--- src/rtl/core/rlbc_pkg.sv ---
`default_nettype none
package rlbc_pkg;

    localparam int DEF_COUNT_WIDTH = 16;
    localparam int PERIOD_W        = 16;
    localparam int BLANK_W         = 24;
    localparam int CFG_DATA_W      = 24;
    localparam int CFG_INDEX_W     = 3;

    localparam logic [1:0] OP_TICK = 2'd0;
    localparam logic [1:0] OP_SET  = 2'd1;
    localparam logic [1:0] OP_PUSH = 2'd2;
    localparam logic [1:0] OP_POP  = 2'd3;

    localparam logic [2:0] MODE_OFF        = 3'd0;
    localparam logic [2:0] MODE_SLOW       = 3'd1;
    localparam logic [2:0] MODE_MED        = 3'd2;
    localparam logic [2:0] MODE_FAST       = 3'd3;
    localparam logic [2:0] MODE_MOSTLY_OFF = 3'd4;
    localparam logic [2:0] MODE_MOSTLY_ON  = 3'd5;
    localparam logic [2:0] MODE_ON         = 3'd6;

    localparam logic [CFG_INDEX_W-1:0] REG_FAST_PERIOD       = 3'd0;
    localparam logic [CFG_INDEX_W-1:0] REG_MEDIUM_PERIOD     = 3'd1;
    localparam logic [CFG_INDEX_W-1:0] REG_SLOW_PERIOD       = 3'd2;
    localparam logic [CFG_INDEX_W-1:0] REG_MOSTLY_ON_PERIOD  = 3'd3;
    localparam logic [CFG_INDEX_W-1:0] REG_MOSTLY_OFF_PERIOD = 3'd4;
    localparam logic [CFG_INDEX_W-1:0] REG_MOSTLY_ON_TIME    = 3'd5;
    localparam logic [CFG_INDEX_W-1:0] REG_MOSTLY_OFF_TIME   = 3'd6;
    localparam logic [CFG_INDEX_W-1:0] REG_BLANK_TICKS       = 3'd7;

    localparam logic [2:0] COLOUR_GREEN = 3'b010;

    typedef struct packed {
        logic [1:0] opcode;
        logic [2:0] colour;
        logic [2:0] mode;
        logic       apply_now;
    } in_beat_t;

    typedef struct packed {
        logic [PERIOD_W-1:0] fast_period;
        logic [PERIOD_W-1:0] medium_period;
        logic [PERIOD_W-1:0] slow_period;
        logic [PERIOD_W-1:0] mostly_on_period;
        logic [PERIOD_W-1:0] mostly_off_period;
        logic [PERIOD_W-1:0] mostly_on_time;
        logic [PERIOD_W-1:0] mostly_off_time;
        logic [BLANK_W-1:0]  blank_ticks;
        logic                blank_load;
    } cfg_t;

    typedef struct packed {
        logic [2:0] pins;
        logic       blanked;
    } result_t;

endpackage
`default_nettype wire

--- src/rtl/core/rlbc_if.sv ---
`default_nettype none
interface rlbc_in_if;
    logic       valid;
    logic       ready;
    logic [1:0] opcode;
    logic       red;
    logic       green;
    logic       blue;
    logic [2:0] mode;
    logic       apply_now;

    modport source (output valid, output opcode, output red, output green, output blue,
                    output mode, output apply_now, input ready);
    modport sink (input valid, input opcode, input red, input green, input blue,
                  input mode, input apply_now, output ready);
endinterface

interface rlbc_out_if;
    logic valid;
    logic ready;
    logic red_pin;
    logic green_pin;
    logic blue_pin;
    logic blanked;

    modport source (output valid, output red_pin, output green_pin, output blue_pin,
                    output blanked, input ready);
    modport sink (input valid, input red_pin, input green_pin, input blue_pin,
                  input blanked, output ready);
endinterface
`default_nettype wire

--- src/rtl/core/rgb_led_blink_controller_unit.sv ---
// Path: a beat accepted into the input register moves on to the result register
// when the core takes it; a stalled output holds it in the input register.
// Throughput: one beat per cycle unless the output stalls; an input register and a
// result register carry the two-stage pipeline, the state update runs in the second stage.
// Reset: rst_n is asynchronous, active low; it empties both stages, restores the
// register defaults and leaves the LED steady green.
`default_nettype none
module rgb_led_blink_controller_unit #(
    parameter int COUNT_WIDTH = rlbc_pkg::DEF_COUNT_WIDTH
) (
    input  wire logic                               clk,
    input  wire logic                               rst_n,
    rlbc_in_if.sink                                 in_ch,
    rlbc_out_if.source                              out_ch,
    input  wire logic                               cfg_we,
    input  wire logic [rlbc_pkg::CFG_INDEX_W-1:0]   cfg_index,
    input  wire logic [rlbc_pkg::CFG_DATA_W-1:0]    cfg_wdata
);
    import rlbc_pkg::*;

    cfg_t     cfg;
    in_beat_t in_beat;
    in_beat_t beat;
    logic     beat_valid;
    logic     take;
    logic     in_ready;
    logic     out_valid;
    result_t  result;

    assign in_beat.opcode    = in_ch.opcode;
    assign in_beat.colour    = {in_ch.blue, in_ch.green, in_ch.red};
    assign in_beat.mode      = in_ch.mode;
    assign in_beat.apply_now = in_ch.apply_now;
    assign in_ch.ready       = in_ready;

    rlbc_cfg_regs u_cfg (
        .clk       (clk),
        .rst_n     (rst_n),
        .cfg_we    (cfg_we),
        .cfg_index (cfg_index),
        .cfg_wdata (cfg_wdata),
        .cfg       (cfg)
    );

    rlbc_in_reg u_in (
        .clk        (clk),
        .rst_n      (rst_n),
        .in_valid   (in_ch.valid),
        .in_beat    (in_beat),
        .in_ready   (in_ready),
        .take       (take),
        .beat_valid (beat_valid),
        .beat       (beat)
    );

    rlbc_core #(
        .COUNT_WIDTH (COUNT_WIDTH)
    ) u_core (
        .clk        (clk),
        .rst_n      (rst_n),
        .beat_valid (beat_valid),
        .beat       (beat),
        .take       (take),
        .cfg        (cfg),
        .out_ready  (out_ch.ready),
        .out_valid  (out_valid),
        .result     (result)
    );

    assign out_ch.valid     = out_valid;
    assign out_ch.red_pin   = result.pins[0];
    assign out_ch.green_pin = result.pins[1];
    assign out_ch.blue_pin  = result.pins[2];
    assign out_ch.blanked   = result.blanked;

endmodule
`default_nettype wire

--- src/rtl/core/rlbc_cfg_regs.sv ---
`default_nettype none
module rlbc_cfg_regs (
    input  wire logic                               clk,
    input  wire logic                               rst_n,
    input  wire logic                               cfg_we,
    input  wire logic [rlbc_pkg::CFG_INDEX_W-1:0]   cfg_index,
    input  wire logic [rlbc_pkg::CFG_DATA_W-1:0]    cfg_wdata,
    output rlbc_pkg::cfg_t                          cfg
);
    import rlbc_pkg::*;

    cfg_t cfg_reg;
    cfg_t cfg_next;

    always_comb
    begin
        cfg_next            = cfg_reg;
        cfg_next.blank_load = 1'b0;
        if (cfg_we)
        begin
            unique case (cfg_index)
                REG_FAST_PERIOD:       cfg_next.fast_period       = cfg_wdata[PERIOD_W-1:0];
                REG_MEDIUM_PERIOD:     cfg_next.medium_period     = cfg_wdata[PERIOD_W-1:0];
                REG_SLOW_PERIOD:       cfg_next.slow_period       = cfg_wdata[PERIOD_W-1:0];
                REG_MOSTLY_ON_PERIOD:  cfg_next.mostly_on_period  = cfg_wdata[PERIOD_W-1:0];
                REG_MOSTLY_OFF_PERIOD: cfg_next.mostly_off_period = cfg_wdata[PERIOD_W-1:0];
                REG_MOSTLY_ON_TIME:    cfg_next.mostly_on_time    = cfg_wdata[PERIOD_W-1:0];
                REG_MOSTLY_OFF_TIME:   cfg_next.mostly_off_time   = cfg_wdata[PERIOD_W-1:0];
                REG_BLANK_TICKS:
                begin
                    cfg_next.blank_ticks = cfg_wdata[BLANK_W-1:0];
                    cfg_next.blank_load  = 1'b1;
                end
                default: cfg_next = cfg_reg;
            endcase
        end
    end

    always_ff @(posedge clk or negedge rst_n)
    begin
        if (!rst_n)
        begin
            cfg_reg.fast_period       <= PERIOD_W'(8);
            cfg_reg.medium_period     <= PERIOD_W'(16);
            cfg_reg.slow_period       <= PERIOD_W'(32);
            cfg_reg.mostly_on_period  <= PERIOD_W'(32);
            cfg_reg.mostly_off_period <= PERIOD_W'(32);
            cfg_reg.mostly_on_time    <= PERIOD_W'(28);
            cfg_reg.mostly_off_time   <= PERIOD_W'(4);
            cfg_reg.blank_ticks       <= '0;
            cfg_reg.blank_load        <= 1'b0;
        end
        else
        begin
            cfg_reg <= cfg_next;
        end
    end

    assign cfg = cfg_reg;

endmodule
`default_nettype wire

--- src/rtl/core/rlbc_in_reg.sv ---
`default_nettype none
module rlbc_in_reg (
    input  wire logic               clk,
    input  wire logic               rst_n,
    input  wire logic               in_valid,
    input  wire rlbc_pkg::in_beat_t in_beat,
    output logic                    in_ready,
    input  wire logic               take,
    output logic                    beat_valid,
    output rlbc_pkg::in_beat_t      beat
);
    import rlbc_pkg::*;

    logic     valid_reg;
    logic     valid_next;
    in_beat_t beat_reg;

    assign in_ready   = !valid_reg || take;
    assign valid_next = in_ready ? in_valid : valid_reg;

    always_ff @(posedge clk or negedge rst_n)
    begin
        if (!rst_n)
        begin
            valid_reg <= 1'b0;
        end
        else
        begin
            valid_reg <= valid_next;
        end
    end

    always_ff @(posedge clk)
    begin
        if (in_ready && in_valid)
        begin
            beat_reg <= in_beat;
        end
    end

    assign beat_valid = valid_reg;
    assign beat       = beat_reg;

endmodule
`default_nettype wire

--- src/rtl/core/rlbc_core.sv ---
`default_nettype none
module rlbc_core #(
    parameter int COUNT_WIDTH = rlbc_pkg::DEF_COUNT_WIDTH
) (
    input  wire logic               clk,
    input  wire logic               rst_n,
    input  wire logic               beat_valid,
    input  wire rlbc_pkg::in_beat_t beat,
    output logic                    take,
    input  wire rlbc_pkg::cfg_t     cfg,
    input  wire logic               out_ready,
    output logic                    out_valid,
    output rlbc_pkg::result_t       result
);
    import rlbc_pkg::*;

    localparam int CMP_W = (COUNT_WIDTH > PERIOD_W) ? COUNT_WIDTH : PERIOD_W;

    logic [2:0]             colour_reg, colour_next;
    logic [2:0]             mode_reg, mode_next;
    logic [PERIOD_W-1:0]    period_reg, period_next;
    logic [COUNT_WIDTH-1:0] count_reg, count_next;
    logic [BLANK_W-1:0]     countdown_reg, countdown_next;
    logic [2:0]             saved_colour_reg, saved_colour_next;
    logic [2:0]             saved_mode_reg, saved_mode_next;
    logic [2:0]             pins_reg, pins_next;
    logic                   out_valid_reg, out_valid_next;
    result_t                result_reg, result_next;

    logic                   fire;
    logic [COUNT_WIDTH-1:0] count_inc;
    logic [CMP_W-1:0]       count_cmp;
    logic                   lit;
    logic                   blank_on;
    logic [2:0]             load_colour;
    logic [2:0]             load_mode;
    logic                   do_load;

    assign take = !out_valid_reg || out_ready;
    assign fire = beat_valid && take;

    assign count_inc = COUNT_WIDTH'(count_reg + 1'b1);
    assign blank_on  = (cfg.blank_ticks != '0) && (mode_reg == MODE_ON);

    always_comb
    begin
        colour_next       = colour_reg;
        mode_next         = mode_reg;
        period_next       = period_reg;
        count_next        = count_reg;
        countdown_next    = countdown_reg;
        saved_colour_next = saved_colour_reg;
        saved_mode_next   = saved_mode_reg;
        pins_next         = pins_reg;
        count_cmp         = '0;
        lit               = 1'b0;
        load_colour       = beat.colour;
        load_mode         = beat.mode;
        do_load           = 1'b0;

        if (cfg.blank_load)
        begin
            countdown_next = cfg.blank_ticks;
        end

        if (fire)
        begin
            unique case (beat.opcode)
                OP_TICK:
                begin
                    count_next = (CMP_W'(count_inc) > CMP_W'(period_reg)) ? '0 : count_inc;
                    count_cmp  = CMP_W'(count_next);
                    case (mode_reg)
                        MODE_SLOW, MODE_MED, MODE_FAST:
                            lit = count_cmp < CMP_W'(period_reg >> 1);
                        MODE_MOSTLY_OFF: lit = count_cmp < CMP_W'(cfg.mostly_off_time);
                        MODE_MOSTLY_ON:  lit = count_cmp < CMP_W'(cfg.mostly_on_time);
                        MODE_ON:         lit = 1'b1;
                        default:         lit = 1'b0;
                    endcase
                    if (blank_on)
                    begin
                        if (countdown_reg != '0)
                        begin
                            countdown_next = countdown_reg - 1'b1;
                        end
                        else
                        begin
                            lit = 1'b0;
                        end
                    end
                    pins_next = lit ? colour_reg : 3'b000;
                end
                OP_SET:
                begin
                    do_load = 1'b1;
                end
                OP_PUSH:
                begin
                    saved_colour_next = colour_reg;
                    saved_mode_next   = mode_reg;
                end
                OP_POP:
                begin
                    do_load     = 1'b1;
                    load_colour = saved_colour_reg;
                    load_mode   = saved_mode_reg;
                end
                default: do_load = 1'b0;
            endcase

            if (do_load)
            begin
                case (load_mode)
                    MODE_FAST:       period_next = cfg.fast_period;
                    MODE_MED:        period_next = cfg.medium_period;
                    MODE_SLOW:       period_next = cfg.slow_period;
                    MODE_MOSTLY_ON:  period_next = cfg.mostly_on_period;
                    MODE_MOSTLY_OFF: period_next = cfg.mostly_off_period;
                    default:         period_next = period_reg;
                endcase
                colour_next    = load_colour;
                mode_next      = load_mode;
                countdown_next = cfg.blank_ticks;
                if ((beat.opcode == OP_SET) && beat.apply_now)
                begin
                    pins_next = load_colour;
                end
            end
        end

        result_next.pins    = pins_next;
        result_next.blanked = (cfg.blank_ticks != '0) && (mode_next == MODE_ON)
                              && (countdown_next == '0);
        out_valid_next      = take ? beat_valid : out_valid_reg;
    end

    always_ff @(posedge clk or negedge rst_n)
    begin
        if (!rst_n)
        begin
            colour_reg       <= COLOUR_GREEN;
            mode_reg         <= MODE_ON;
            period_reg       <= '0;
            count_reg        <= '0;
            countdown_reg    <= '0;
            saved_colour_reg <= '0;
            saved_mode_reg   <= '0;
            pins_reg         <= COLOUR_GREEN;
            out_valid_reg    <= 1'b0;
        end
        else
        begin
            colour_reg       <= colour_next;
            mode_reg         <= mode_next;
            period_reg       <= period_next;
            count_reg        <= count_next;
            countdown_reg    <= countdown_next;
            saved_colour_reg <= saved_colour_next;
            saved_mode_reg   <= saved_mode_next;
            pins_reg         <= pins_next;
            out_valid_reg    <= out_valid_next;
        end
    end

    always_ff @(posedge clk)
    begin
        if (fire)
        begin
            result_reg <= result_next;
        end
    end

    assign out_valid = out_valid_reg;
    assign result    = result_reg;

endmodule
`default_nettype wire

--- src/flat_wrapper.sv ---
// flat-port wrapper written by rule: the top's interface ports become plain ports
module rgb_led_blink_controller_unit_flat import rlbc_pkg::*;
#(
    parameter int COUNT_WIDTH = rlbc_pkg::DEF_COUNT_WIDTH
)
  (clk, rst_n, cfg_we, cfg_index, cfg_wdata, in_ch_valid, in_ch_opcode, in_ch_red, in_ch_green, in_ch_blue, in_ch_mode, in_ch_apply_now, in_ch_ready, out_ch_valid, out_ch_red_pin, out_ch_green_pin, out_ch_blue_pin, out_ch_blanked, out_ch_ready);
  rlbc_in_if in_ch_i ();
  rlbc_out_if out_ch_i ();
  input  wire logic clk;
  input  wire logic rst_n;
  input  wire logic cfg_we;
  input  wire logic [rlbc_pkg::CFG_INDEX_W-1:0] cfg_index;
  input  wire logic [rlbc_pkg::CFG_DATA_W-1:0] cfg_wdata;
  input wire logic [$bits(in_ch_i.valid)-1:0] in_ch_valid;
  input wire logic [$bits(in_ch_i.opcode)-1:0] in_ch_opcode;
  input wire logic [$bits(in_ch_i.red)-1:0] in_ch_red;
  input wire logic [$bits(in_ch_i.green)-1:0] in_ch_green;
  input wire logic [$bits(in_ch_i.blue)-1:0] in_ch_blue;
  input wire logic [$bits(in_ch_i.mode)-1:0] in_ch_mode;
  input wire logic [$bits(in_ch_i.apply_now)-1:0] in_ch_apply_now;
  output wire logic [$bits(in_ch_i.ready)-1:0] in_ch_ready;
  output wire logic [$bits(out_ch_i.valid)-1:0] out_ch_valid;
  output wire logic [$bits(out_ch_i.red_pin)-1:0] out_ch_red_pin;
  output wire logic [$bits(out_ch_i.green_pin)-1:0] out_ch_green_pin;
  output wire logic [$bits(out_ch_i.blue_pin)-1:0] out_ch_blue_pin;
  output wire logic [$bits(out_ch_i.blanked)-1:0] out_ch_blanked;
  input wire logic [$bits(out_ch_i.ready)-1:0] out_ch_ready;
  assign in_ch_i.valid = in_ch_valid;
  assign in_ch_i.opcode = in_ch_opcode;
  assign in_ch_i.red = in_ch_red;
  assign in_ch_i.green = in_ch_green;
  assign in_ch_i.blue = in_ch_blue;
  assign in_ch_i.mode = in_ch_mode;
  assign in_ch_i.apply_now = in_ch_apply_now;
  assign in_ch_ready = in_ch_i.ready;
  assign out_ch_valid = out_ch_i.valid;
  assign out_ch_red_pin = out_ch_i.red_pin;
  assign out_ch_green_pin = out_ch_i.green_pin;
  assign out_ch_blue_pin = out_ch_i.blue_pin;
  assign out_ch_blanked = out_ch_i.blanked;
  assign out_ch_i.ready = out_ch_ready;
  rgb_led_blink_controller_unit #(.COUNT_WIDTH(COUNT_WIDTH)) u_core (.clk(clk), .rst_n(rst_n), .in_ch(in_ch_i), .out_ch(out_ch_i), .cfg_we(cfg_we), .cfg_index(cfg_index), .cfg_wdata(cfg_wdata));
endmodule
--- config.mk ---
export PLATFORM = sky130hd
export DESIGN_NAME = rgb_led_blink_controller_unit_flat
export DESIGN_NICKNAME = d
export VERILOG_FILES = /design/src/rtl/core/rlbc_pkg.sv /design/src/rtl/core/rlbc_if.sv /design/src/rtl/core/rgb_led_blink_controller_unit.sv /design/src/rtl/core/rlbc_cfg_regs.sv /design/src/rtl/core/rlbc_in_reg.sv /design/src/rtl/core/rlbc_core.sv /design/src/flat_wrapper.sv
export SDC_FILE = /design/constraint.sdc
export NUM_CORES = 1
export LEC_CHECK = 0
export BUFFER_PORTS_ARGS = -buffer_cell sky130_fd_sc_hd__buf_2
export CAP_MARGIN = 10
export CELL_PAD_IN_SITES_DETAIL_PLACEMENT = 0
export CELL_PAD_IN_SITES_GLOBAL_PLACEMENT = 1
export CORE_MARGIN = 5
export CORE_UTILIZATION = 50
export CTS_BUF_LIST = sky130_fd_sc_hd__clkbuf_4 sky130_fd_sc_hd__clkbuf_8
export CTS_CLUSTER_SIZE = 24
export DETAILED_ROUTE_END_ITERATION = 16
export PLACE_DENSITY_LB_ADDON = 0.1
export SETUP_SLACK_MARGIN = 0.5
export SLEW_MARGIN = 25
export SYNTH_ARGS = -nofsm -noshare
export SYNTH_HDL_FRONTEND = slang
export SYNTH_SLANG_ARGS = --single-unit
export TNS_END_PERCENT = 1
--- constraint.sdc ---
create_clock -name clk -period 11.85 [get_ports clk]
set_input_delay 1.7775 -clock clk [delete_from_list [all_inputs] [get_ports clk]]
set_output_delay 1.7775 -clock clk [all_outputs]
set_load 0.02 [all_outputs]
==> flow_summary_export.csv <==
group,metric,value,unit
setup_path,setup.worst_path.start_class,"register",
clock_tree,worstSkewPairLatency,540,ps
synthesis,ys_types,71,
placed_design,numPortBuffers,46,
grt,gr-total-overflow,0,
clock_tree,cts_root_buf,"clkbuf_8",
finish,drive_gt1_share,22.9,%
route,antenna_left,0,
sta,fin_worst_skew,16.6,ps
synthesis,syn_inst,1144,
clock_tree,h-tree-depth,2,
setup_path,path_max_fanout,19,
job,drv_cap,0,
clock_tree,cts_made_buffers,40,
synthesis,synthSimpleGateAreaFrac,14.8,%
floorplanning,die_w,163,um
setup_path,cp_slowest_cell,"a211oi_1",
sta,slew_viol_final,0,
synthesis,synth_most_common_cell,"dfrtp_1",
grt,met1_usage,36.1,%
sta,rsz0062_at_grt,"no",
grt,use_met3,4.01,%
sta,setup_ws,5650,ps
sta,finalCritPeriodShare,52.3,%
route,drc,0,
sta,fmax,0.161,GHz
synthesis,synth_top_family_by_area,"simple AND/OR/NAND/NOR gates",
synthesis,yosys_register_bits,223,
grt,grt_pass1_wl,49400,um
synthesis,syn-num-nets,1247,
route,viasPerCell,5.68,
placed_design,gp_congestion,0.875,
finish,final_util,56.6,%
sta,tns,0,ps
floorplanning,dieArea,0.0267,sq mm
placed_design,dp_hpwl,21700,um
sta,timing_hold_violations_final,0,
synthesis,synth-edff-count,13,
clock_tree,cts_setup_buffers,0,
grt,antenna_found_initial,0,
route,via_count,8804,
setup_path,critPathTopFamily,"compound AO/OA/AOI/OAI gates",
setup_path,worst_ep_required_time,12100,ps
setup_path,path_cells,"nand3_1 -> or3_1 -> nor3_1 -> nand3_1 -> xor2_1 -> inv_1 -> ha_1 -> nand4_1 -> nor3_1 -> nand4_1 -> a21oi_1 -> o22a_1 -> nor2_1 -> ha_1 -> a21o_1 -> a21o_1 -> a21oi_1 -> nand2_1 -> nand4_1 -> o31a_1 -> o221a_2 -> a211oi_1 -> o31ai_1",
setup_path,critical_path_arrival,6450,ps
finish,area_growth,12.2,%
placed_design,dp_slack,5550,ps
synthesis,synth_top_flop_cell,"dfrtp_1",
grt,grt_use_met2,34.2,%
status,status,"finished, final reports clean",
synthesis,synth_area,0.0118,sq mm
synthesis,synth.area.top_cells,"dfrtp_1 42%, mux2_2 11%, ha_1 6.6%, nand2_1 6.1%, edfxtp_1 3.3%",
finish,diodes,0,
clock_tree,cts_buffer_depth,3,
sta,fin_crit,6200,ps
setup_path,path_class,"register to register",
clock_tree,clkSinkCount,223,
power,ir_worst_vdd,0.129,mV
floorplanning,num_rows,56,
clock_tree,path_clk_slew,70,ps
power,power_density,198,mW/mm^2
finish,final.fill_count,2056,
clock_tree,postCtsHoldBufs,0,
synthesis,ys_warn_count,0,
grt,grt_start_max_net_pins,110,
clock_tree,cts_tree,"yes",
synthesis,async_flop_share,94.2,%
synthesis,synth-xor-area-share,1.49,%
synthesis,yosys.area_share.adder,6.59,%
finish,seqCellArea,0.00566,sq mm
synthesis,syn_avg_cell_area,10.3,sq um
grt,grt_pass1_vias,8752,
power,leakage,0.00614,uW
synthesis,synth_compound_area_share,11.8,%
setup_path,path_buf_inv,1,
finish,nNetsFinal,1306,
synthesis,ys_top_cells_by_count,"197 x dfrtp_1, 190 x nand2_1, 118 x mux2_2, 77 x inv_1, 69 x o21ai_0",
finish,largest_reg_flops,137,
setup_path,crit_top_cell,"nand4_1",
floorplanning,io_pins,47,
synthesis,synth_top_cell_area_share,41.9,%
sta,worstMarginPinSlew,1030,ps
hold_path,hp-class,"register to register",
floorplanning,fp.dieH,163,um
grt,grt_use_total,23.3,%
route,routed_wl,30000,um
floorplanning,start_util,50.4,%
sta,relSlewSlack,31.2,%
synthesis,ys_seq_area_share,48.1,%
synthesis,synth_mux_area_share,13.2,%
route,wl_per_cell,19.3,um
route,drt_pass1_iterations,5,
grt,gr-max-usage-layer,"met1",
setup_path,critical_path.endpoint_type,"register",
synthesis,synth_top_area_cell,"dfrtp_1",
clock_tree,cts-resized-gates,0,
setup_path,critPathMaxStageDelay,730,ps
sta,setup_viol,0,
floorplanning,coreArea,0.0233,sq mm
finish,multiInputGateArea,0.00568,sq mm
route,drtIter0Drc,639,
## final cells by class
cell class	count	area share [%]
Tap cell	319	3.02
Inverter	78	2.22
Clock buffer	57	5.56
Sequential cell	223	42.9
Timing Repair Buffer	59	2.55
Clock inverter	12	0.786
Multi-Input combinational cell	801	43.0
## worst register-to-register path, stage by stage, from the launching register on
cell and delay, ps:
dfrtp_1 410, nand3_1 130, or3_1 340, nor3_1 340, nand3_1 150, xor2_1 270
inv_1 80, ha_1 290, nand4_1 160, nor3_1 280, nand4_1 150, a21oi_1 140
o22a_1 600, nor2_1 250, ha_1 360, a21o_1 110, a21o_1 110, a21oi_1 80
nand2_1 70, nand4_1 120, o31a_1 310, o221a_2 270, a211oi_1 730, o31ai_1 220
## routing by layer
metal	vias to the layer above	part of all wire [%]
li1	4233	-
met1	4308	50
met2	214	43
met3	49	5.0
met4	0	1.9
met5	-	0
## worst paths after layout
path | from | end | slack (ps) | depth (start not counted)
worst max-delay path | u_core.u_core.count_reg[5]$_DFFE_PN0P_ | u_core.u_core.result[2]$_DFFE_PP_ | 5650 | 23
worst min-delay path | u_core.u_core.period_reg[7]$_DFFE_PN0P_ | u_core.u_core.period_reg[7]$_DFFE_PN0P_ | 480 | 2
worst max register to register | u_core.u_core.count_reg[5]$_DFFE_PN0P_ | u_core.u_core.result[2]$_DFFE_PP_ | 5650 | 23
worst min register to register | u_core.u_core.period_reg[7]$_DFFE_PN0P_ | u_core.u_core.period_reg[7]$_DFFE_PN0P_ | 480 | 2
max in group asynchronous | rst_n | u_core.u_cfg.cfg[52]$_DFFE_PN0P_ | 9280 | 2
min in group asynchronous | rst_n | u_core.u_cfg.cfg[22]$_DFFE_PN0P_ | 1310 | 1
## per-stage QoR
step	instance area (sq um)	std cells	hold slack, ps	power [uW]
after floorplan	11800	1144	449	1630
after global placement	12400	1480	463	1850
after detailed placement	12400	1480	473	1870
after CTS	13200	1549	487	2640
after global routing	13200	1549	506	2810
final	13200	1549	482	2610
## layout by cell type, fill, tap and decap left out, types with 9 or more instances in the layout
cell type	n
nor3_1	21
buf_2	45
nand3_1	13
mux2i_1	22
o21ai_0	69
or4_1	10
a221oi_1	18
nor4_1	13
nand4_1	15
inv_1	77
buf_4	13
ha_1	62
o22ai_1	13
edfxtp_1	13
xnor2_1	12
a21oi_1	32
dfrtp_1	197
dfstp_2	13
nor2_1	45
or3_1	9
a21o_1	18
mux2_2	118
nand2_1	190
clkbuf_8	50
## kinds of logic (layout without fill, tap and decap cells)
family | after synthesis | in the layout
and+or+nand+nor | 368 | 368
DFF | 223 | 223
AOI/OAI and AO/OA | 210 | 210
muxes | 141 | 141
buffers and inverters | 120 | 206
adders and majority gates | 62 | 62
xor gates and xnor gates | 20 | 20
## power by group
part	switching, uW	leakage, uW	internal [uW]
sequential	139	0.00269	961
clock	328	0.000440	423
combinational	426	0.00301	336
No activity file was read; power rests on OpenSTA's default activity.
